**config.mk**
```make
export PLATFORM = sky130hd
export DESIGN_NAME = bfd_ctrl
export DESIGN_NICKNAME = d
export VERILOG_FILES = /design/src/rtl/core/bfd_pkg.sv /design/src/rtl/core/bfd_ctrl.sv
export VERILOG_INCLUDE_DIRS = /design/src /design/src/rtl/core
export SDC_FILE = /design/constraint.sdc
export NUM_CORES = 1
export LEC_CHECK = 0
export BUFFER_PORTS_ARGS = -buffer_cell sky130_fd_sc_hd__buf_4
export CORE_AREA = 5 5 42 44
export DETAILED_ROUTE_END_ITERATION = 8
export DIE_AREA = 0 0 47 49
export GPL_TIMING_DRIVEN = 0
export SETUP_SLACK_MARGIN = 0.5
export SYNTH_ARGS = -nofsm -noshare
export SYNTH_HDL_FRONTEND = slang
export SYNTH_SLANG_ARGS = --single-unit
```
**constraint.sdc**
```tcl
create_clock -name aclk -period 1.93 [get_ports aclk]
set_clock_uncertainty 0.1 [all_clocks]
set_input_delay 0.579 -clock aclk [delete_from_list [all_inputs] [get_ports aclk]]
set_output_delay 0.579 -clock aclk [all_outputs]
set_load 0.02 [all_outputs]
```
**src/rtl/core/box_filter_downsampler_macros.svh**
```systemverilog
// Assertion macros shared by the box filter downsampler modules.
// Each use ends with its own semicolon, so a use stands alone on its line.
`ifndef BOX_FILTER_DOWNSAMPLER_MACROS_SVH
`define BOX_FILTER_DOWNSAMPLER_MACROS_SVH
`ifndef SYNTHESIS
`define BFD_ASSERT(lbl, clk, rst_n, prop) \
    lbl: assert property (@(posedge clk) disable iff (!rst_n) prop) \
        else $error("box filter downsampler: assertion failed");
`define BFD_ASSERT_RST(lbl, clk, prop) \
    lbl: assert property (@(posedge clk) prop) \
        else $error("box filter downsampler: reset assertion failed");
`else
`define BFD_ASSERT(lbl, clk, rst_n, prop)
`define BFD_ASSERT_RST(lbl, clk, prop)
`endif
`endif

```
**src/rtl/core/bfd_pkg.sv**
```systemverilog
package bfd_pkg;

    localparam int MAX_SUPERSAMPLE   = 4;
    localparam int SS_W              = $clog2(MAX_SUPERSAMPLE);
    localparam int HEIGHT_CAP        = 1024;
    localparam int ROW_W             = $clog2(HEIGHT_CAP);
    localparam int DEF_MAX_OUT_WIDTH = 1024;

    localparam int PIX_W       = 16;
    localparam int ACC_W       = 20;
    localparam int CFG_W       = 11;
    localparam int CFG_IDX_W   = 2;
    localparam int SS_FIELD_W  = 3;
    localparam int RECIP_W     = 25;
    localparam int RECIP_SHIFT = 24;
    localparam int PROD_W      = ACC_W + RECIP_W;
    localparam int S_DATA_W    = 4 * PIX_W;
    localparam int M_DATA_W    = 72;

    localparam logic [CFG_IDX_W-1:0] CFG_OUT_WIDTH   = 2'd0;
    localparam logic [CFG_IDX_W-1:0] CFG_OUT_HEIGHT  = 2'd1;
    localparam logic [CFG_IDX_W-1:0] CFG_SUPERSAMPLE = 2'd2;

    typedef enum logic [1:0] {
        ST_IDLE,
        ST_ACCUM,
        ST_SCALE,
        ST_EMIT
    } state_t;

    typedef struct packed {
        logic load;
        logic accum;
        logic scale;
        logic emit;
    } dp_cmd_t;

    typedef struct packed {
        logic block_done;
        logic out_free;
    } dp_status_t;

    // Reciprocal of the block area, scaled by 2**RECIP_SHIFT and rounded up.
    // For sums below 2**20 the product shifted right gives the exact floor.
    function automatic logic [RECIP_W-1:0] area_recip(input logic [SS_W-1:0] ss_last);
        logic [RECIP_W-1:0] r;
        case (ss_last)
            2'd0:    r = 25'd16777216;
            2'd1:    r = 25'd4194304;
            2'd2:    r = 25'd1864136;
            2'd3:    r = 25'd1048576;
            default: r = 25'd16777216;
        endcase
        return r;
    endfunction

endpackage

```
**src/rtl/core/bfd_ctrl.sv**
```systemverilog
`include "box_filter_downsampler_macros.svh"

module bfd_ctrl (
    input  logic                aclk,
    input  logic                aresetn,
    input  logic                s_tvalid,
    output logic                s_tready,
    input  bfd_pkg::dp_status_t status,
    output bfd_pkg::dp_cmd_t    cmd
);
    import bfd_pkg::*;

    state_t state_reg, state_next;

    always_ff @(posedge aclk) begin
        if (!aresetn) begin
            state_reg <= ST_IDLE;
        end else begin
            state_reg <= state_next;
        end
    end

    always_comb begin
        state_next = state_reg;
        case (state_reg)
            ST_IDLE: begin
                if (s_tvalid) state_next = ST_ACCUM;
            end
            ST_ACCUM: begin
                state_next = status.block_done ? ST_SCALE : ST_IDLE;
            end
            ST_SCALE: begin
                state_next = ST_EMIT;
            end
            ST_EMIT: begin
                if (status.out_free) state_next = ST_IDLE;
            end
            default: begin
                state_next = ST_IDLE;
            end
        endcase
    end

    always_comb begin
        s_tready = 1'b0;
        cmd      = '0;
        case (state_reg)
            ST_IDLE: begin
                s_tready = 1'b1;
                cmd.load = s_tvalid;
            end
            ST_ACCUM: begin
                cmd.accum = 1'b1;
            end
            ST_SCALE: begin
                cmd.scale = 1'b1;
            end
            ST_EMIT: begin
                cmd.emit = status.out_free;
            end
            default: begin
                cmd = '0;
            end
        endcase
    end

    // Every accumulate step belongs to a beat taken in the cycle before.
    `BFD_ASSERT(a_accum_after_beat, aclk, aresetn, cmd.accum |-> $past(s_tvalid && s_tready))
    `BFD_ASSERT(a_one_cmd, aclk, aresetn, $onehot0(cmd))

endmodule

```
After elaboration in Yosys (flattened, before gate mapping)
Index checks and enable logic that the tools add are counted.
{"block": "word_totals", "ff_bits": 2, "in_bits": 5, "out_inout_bits": 5, "elab_cells": 17}
{"block": "classes", "n_eq_ne": 5, "n_mux": 9, "n_reduce_logical": 2}
{"operator": "2-bit case mux with 4 select lines", "n": 1}
{"operator": "2-bit two-way mux", "n": 3}
{"operator": "1-bit two-way mux", "n": 5}
{"operator": "2-bit equality test, second input constant", "n": 2}
{"operator": "2-bit != test, second input constant", "n": 2}
{"operator": "2-bit by 1-bit equality test with 1-bit output, second input constant", "n": 1}
{"operator": "2-bit zero test", "n": 1}
{"operator": "2-bit AND reduction", "n": 1}

Logic depth before layout (Yosys ltp)
Gate-level depths: netlist (run 1).
{"block": "depth", "word_depth": 3, "depth_mapped": 2, "depth_no_buf": 2}

Worst setup path before layout (run 1)
No wires, ideal clock.
{"block": "synth_path", "path_type": "flip-flop to output port", "from": "register with a tool-made name", "to": "output cmd[3] (netlist name)", "t_arrival_ns": 0.952, "required_ns": 1.251, "path_slack_ns": 0.299, "path_stages_with_launch": 3, "n_path_buf": 0, "cell_sequence": "dfxtp_1 -> nor2_1 -> and2_1"}
{"item": "end: declaration", "line": "bfd_ctrl.sv:9", "source": "output bfd_pkg::dp_cmd_t cmd"}

==> PnR_summary.wiki, run 1 <==
{| class="wikitable"
! Metric !! Value
|-
| Fraction of the mapped netlist area in compound gates || 0.215
|-
| Unrepaired setup endpoints after global routing || yes
|-
| Most used cell along the critical path || buf_6
|-
| Wire length of the first global-routing pass || 476 um
|-
| Starting density of the core || 0.0830
|-
| Largest net degree at the start of global routing || 8
|-
| Maximum level of the CTS H-tree || 1
|-
| Final slew viol count || 0
|-
| Critical path launch point || status[0]
|-
| Full die area || 0.00230 mm^2
|-
| Final setup violating endpoints || 0
|-
| Hold Fails Final Rpt || 0
|-
| DRC violation count after routing || 0
|-
| P&R area growth vs syn || 169%
|-
| Tightest Hold Check Type || flip-flop to flip-flop
|-
| Cell area after synthesis || 116 um^2
|-
| Setup crit end kind || output pin
|-
| Flop and latch count out of synthesis || 2
|-
| Sum of negative setup slack || 0 ns
|-
| PD cells || 677 mW/mm^2
|-
| Avg Cell Area, Syn || 8.95 um^2
|-
| Fraction of the mapped netlist area in simple logic gates || 0.441
|-
| Final #Nets || 37
|-
| Critical path peak fanout || 2
|-
| Period Utilization, post-route || 0.848
|-
| Distinct cells, synth || 11
|-
| Clock tree from TritonCTS || built
|-
| Width of the die || 47 um
|-
| Warning count from the yosys run || 0
|-
| Largest family of logic cells by synthesized area || simple AND/OR/NAND/NOR gates
|-
| Inserted Diodes || 0
|-
| Maximum capacitance violations || 0
|-
| Crit path max-delay cell type || and3_4
|-
| Startpoint types || input port
|-
| Outcome || completed
|-
| Floorplan row count || 14
|-
| Highest attainable clock frequency || 611 MHz
|-
| GRT Overall Usage || 0.0351
|-
| Adder-cell area share of the yosys netlist || 0
|-
| Gp weighted congestion || 0.640
|-
| Required arrival time at the worst endpoint || 1.25 ns
|-
| TritonRoute pass-1 iters || 3
|-
| I/O pin total || 10
|-
| Highest ir drop seen on vdd || 0.0000978 V
|-
| Static Leakage || 0.144 nW
|-
| Input/output buffers || 9
|-
| Total number of vias || 159
|-
| Final critical-path setup slack || 0.293 ns
|-
| WL per Instance || 8.24 um
|-
| Library cell used as clock root buffer || clkbuf_4
|-
| Start-to-end type of the worst setup path || input port to output pin
|-
| TritonCTS sink count || 2
|-
| Avg Vias per Cell || 3.46
|-
| ANT nets after route || 0
|-
| Nets in the synthesized netlist || 18
|-
| Clock slew seen by the registers of the worst setup and hold paths || 0.03 ns
|-
| Proportion of layout cells with a drive suffix above 1 || 0.800
|-
| Post-Place Setup Slack || 0.246 ns
|-
| Fin crit period || 1.64 ns
|-
| Worst Max-Slew Pin Slew || 0.118 ns
|-
| Number of antenna violations at the first check in global routing || 0
|-
| Number of violations reported at the end of detailed-routing iteration 0 || 6
|-
| GRT overflow || 0
|-
| Vias in the first global route || 146
|-
| Cells along the critical path || buf_6, and3_4, buf_6
|-
| Clock latency reported for the late side of the worst-skew pair || 0.22 ns
|-
| Worst path max stage delay || 0.16 ns
|-
| Mux share of post-synthesis cell area || 0
|-
| Proportion of synthesized chip area in sequential cells || 0.344
|-
| Launch instance of the worst register-to-register path || state_reg[0]
|-
| Maximum clock path buffer count || 2
|-
| Number of instances in the synthesized netlist || 13
|-
| Hold buffer count at CTS || 0
|-
| DRT Wirelength || 379 um
|-
| Core ar. || 0.00140 mm^2
|-
| Crit path DAT || 0.96 ns
|-
| Filler cell count in the final layout || 156
|-
| Max-slew headroom || 0.921
|-
| Half-perimeter wire length after detailed placement || 257 um
|-
| Number of buffers created by CTS || 3
|-
| Share of the synthesized netlist area taken by xor and xnor gates || 0
|-
| Die H || 49 um
|}
critical path: cells and delay by family:
kind,cells,cell delay (ns)
buffers and inverters,2,0.21
and+or+nand+nor,1,0.16
power by group:
part	total (W)	internal [W]	switching, W
logic	0.0000689	0.0000439	0.0000250
registers	0.0000513	0.0000447	0.00000663
clock network	0.0000914	0.0000685	0.0000229
total	0.000212	0.000157	0.0000545
Yosys cell counts, drive strengths merged:
cell type	n	area [um^2]
and2	2	12.5
dfxtp	2	40.0
a21boi	1	7.51
a32o	1	10.0
and2b	1	8.76
and3	1	7.51
nand2	1	3.75
nand2b	1	6.26
nor2	1	3.75
nor2b	1	8.76
o21bai	1	7.51
cells by family (layout without fill, tap and decap cells):
| group | after synthesis | after routing |
|---|---|---|
| and+or+nand+nor | 8 | 8 |
| AOI/OAI and AO/OA | 3 | 3 |
| DFF | 2 | 2 |
| buffers and inverters | 0 | 17 |
cell type report:
class	count	area [um^2]	share of cell area
clock buffer	3	22.5	0.0720
multi-input combinational	11	95.1	0.304
sequential	2	47.5	0.152
tap	16	20.0	0.0640
timing repair buffer	14	128	0.408
timing repair:
item | in CTS | in global routing
endpoints found under the setup margin | 5 | 5
gates resized for setup | 12 | 0
pin swaps | 0 | 1
buffers inserted | 2 | 3
through the flow:
| step | cell area (um^2) | util | power [W] | hold WS, ns | std cells |
|---|---|---|---|---|---|
| 2_1_floorplan | 129 | - | 0.0000765 | 0.444 | 13 |
| 3_3_place_gp | 216 | 0.154 | 0.0000976 | 0.477 | 38 |
| 3_5_place_dp | 216 | 0.154 | 0.0000984 | 0.483 | 38 |
| 4_1_cts | 290 | 0.207 | 0.000212 | 0.435 | 43 |
| 5_1_grt | 313 | 0.223 | 0.000225 | 0.484 | 46 |
| 6_report | 313 | 0.223 | 0.000212 | 0.468 | 46 |
worst paths after layout:
| path | slack, ns | depth (start not counted) | end |
|---|---|---|---|
| hold reg to reg | 0.47 | 1 | flip-flop |
| setup reg to reg | 0.81 | 4 | flip-flop |
| setup / recovery | 0.29 | 3 | cmd[0] |
| hold / removal | 0.47 | 1 | flip-flop |
placed cells by master, fill, tap and decap left out:
cell	count
o21bai_1	1
nor2b_4	1
and2_4	1
and2b_2	1
buf_6	6
a21boi_1	1
a32o_1	1
dfxtp_4	2
clkbuf_4	3
nand2_1	1
nand2b_1	1
nor2_4	1
and3_4	1
and2_1	1
buf_4	8
layer usage:
layer	GRT usage	wire, um	vias to the layer above
met2	0.0430	227	7
met1	0.0218	105	72
met4	0.0829	0	0
met5	0	0	-
li1	-	-	80
met3	0.0111	45	0
Note: power is estimated with default switching activity, not from simulation.
==> run 2: changes to the inputs <==
==> constraint.sdc (replaced) <==
create_clock -name aclk -period 1.4 [get_ports aclk]
set_clock_uncertainty 0.1 [all_clocks]
set_input_delay 0.42 -clock aclk [delete_from_list [all_inputs] [get_ports aclk]]
set_output_delay 0.42 -clock aclk [all_outputs]
set_load 0.02 [all_outputs]
==> PnR_summary.wiki, run 2 (synthesis results as in run 1) <==
{| class="wikitable"
! Metric !! Value
|-
| Critical path peak fanout || 6
|-
| TritonCTS sink count || 2
|-
| Storage element area || 47.5 um^2
|-
| Crit path DAT || 0.93 ns
|-
| Required arrival time at the worst endpoint || 0.88 ns
|-
| Maximum capacitance violations || 0
|-
| Utilization after layout || 0.184
|-
| Maximum level of the CTS H-tree || 1
|-
| ANT nets after route || 0
|-
| Maximum clock path buffer count || 2
|-
| Inserted Diodes || 0
|-
| Final setup violating endpoints || 4
|-
| Launch instance of the worst register-to-register path || state_reg[0]
|-
| FF-to-FF path depth || 2
|-
| Number of buffers created by CTS || 3
|-
| Library cell used as clock root buffer || clkbuf_4
|-
| Highest attainable clock frequency || 692 MHz
|-
| Commonest non-fill, non-tap cells in the layout || 6 x buf_4, 3 x clkbuf_4, 3 x buf_6, 2 x and2_4, 2 x dfxtp_4
|-
| Unrepaired setup endpoints after global routing || yes
|-
| Setup slack, reg-to-reg || 0.48 ns
|-
| Setup crit end kind || output pin
|-
| Area after DPL || 219 um^2
|-
| Gp weighted congestion || 0.690
|-
| Outcome || finished with violations
|-
| Filler cell count in the final layout || 164
|-
| Starting density of the core || 0.0830
|-
| Avg Vias per Cell || 3.51
|-
| Critical path launch point || state_reg[0]
|-
| P&R area growth vs syn || 122%
|-
| Clock latency reported for the late side of the worst-skew pair || 0.22 ns
|-
| Largest net degree at the start of global routing || 8
|-
| Startpoint types || flip-flop
|-
| I/O pin total || 10
|-
| TritonRoute pass-1 iters || 2
|-
| Post-route cell area || 258 um^2
|-
| Highest ir drop seen on vdd || 0.000175 V
|-
| Worst Max-Slew Pin Slew || 0.105 ns
|-
| Number of antenna violations at the first check in global routing || 0
|-
| PD cells || 1020 mW/mm^2
|-
| Final #Nets || 32
|-
| Period Utilization, post-route || 1.03
|-
| Vias in the first global route || 152
|-
| Fin crit period || 1.45 ns
|-
| GRT overflow || 0
|-
| Failing checks || negative setup slack
|-
| Final slew viol count || 0
|-
| Core ar. || 0.00140 mm^2
|-
| Max-slew headroom || 0.930
|-
| Full die area || 0.00230 mm^2
|-
| Clock slew seen by the registers of the worst setup and hold paths || 0.03 ns
|-
| Commonest non-fill, non-tap cell in the layout || buf_4
|-
| Final critical-path setup slack || -0.0459 ns
|-
| Multi-input gate area || 88.8 um^2
|-
| Width of the die || 47 um
|-
| Depth of the worst hold-timing path || 2
|-
| Total number of vias || 144
|-
| DRC violation count after routing || 0
|-
| Die H || 49 um
|-
| Input/output buffers || 9
|-
| DRT Wirelength || 335 um
|-
| Tightest Hold Check Type || input port to flip-flop
|-
| WL per Instance || 8.17 um
|-
| GRT Overall Usage || 0.0394
|-
| Start-to-end type of the worst setup path || flip-flop to output pin
|-
| Source of the worst hold timing path || aresetn
|-
| Floorplan row count || 14
|-
| Sum of negative setup slack || -0.107 ns
|-
| Number of violations reported at the end of detailed-routing iteration 0 || 1
|-
| Clock tree from TritonCTS || built
|-
| Proportion of layout cells with a drive suffix above 1 || 0.800
|-
| Static Leakage || 0.116 nW
|-
| Wire length of the first global-routing pass || 517 um
|-
| Hold Fails Final Rpt || 0
|}
[run 2: changes by cell type in the layout (fill, tap and decap cells not counted)]
| cell | change |
|---|---|
| nor2b_2 | +1 |
| nor2b_4 | -1 |
| and2_1 | -1 |
| and3_4 | -1 |
| and3_2 | +1 |
| buf_6 | -3 |
| and2_4 | +1 |
| buf_4 | -2 |
[run 2: timing repair]
item                                    CTS  global route
buffers inserted                          0             0
pin swaps                                 2             0
gates resized for setup                   5             0
endpoints found under the setup margin    6             6
hold buffers                              0             0
[run 2: power by group]
group	total (W)	switching, W	internal, W
Sequential	0.0000701	0.00000849	0.0000617
Combinational	0.0000700	0.0000290	0.0000410
Clock	0.000122	0.0000280	0.0000941
[run 2: path summary, 6_finish.rpt]
check                 end
min reg2reg  state_reg[0]
max                cmd[1]
max reg2reg     flip-flop
min          state_reg[0]
[run 2: cell type report]
type,count,area share
Timing Repair Buffer,9,0.306
Sequential cell,2,0.184
Clock buffer,3,0.0874
Multi-Input combinational cell,11,0.345
Tap cell,16,0.0777
[run 2: per-layer routing]
layer / share of wire / track usage
met5: 0 / 0
met3: 0.23 / 0.0185
met1: 0.23 / 0.0175
met4: 0.063 / 0.0968
met2: 0.47 / 0.0498
[run 2: metrics by stage]
stage	hold WS, ns	std cells	worst slack (ns)	total power [W]
finish	0.363	41	-0.0459	0.000262
CTS	0.362	41	-0.0630	0.000273
floorplan	0.397	13	0.170	0.000109
global route	0.378	41	-0.0735	0.000281
global placement	0.417	38	-0.00150	0.000138
detailed placement	0.431	38	-0.00102	0.000140
[run 2: critical path: stages (launching register included)]
cell and delay (ns):
dfxtp_4 0.36, and2b_2 0.22, buf_6 0.12
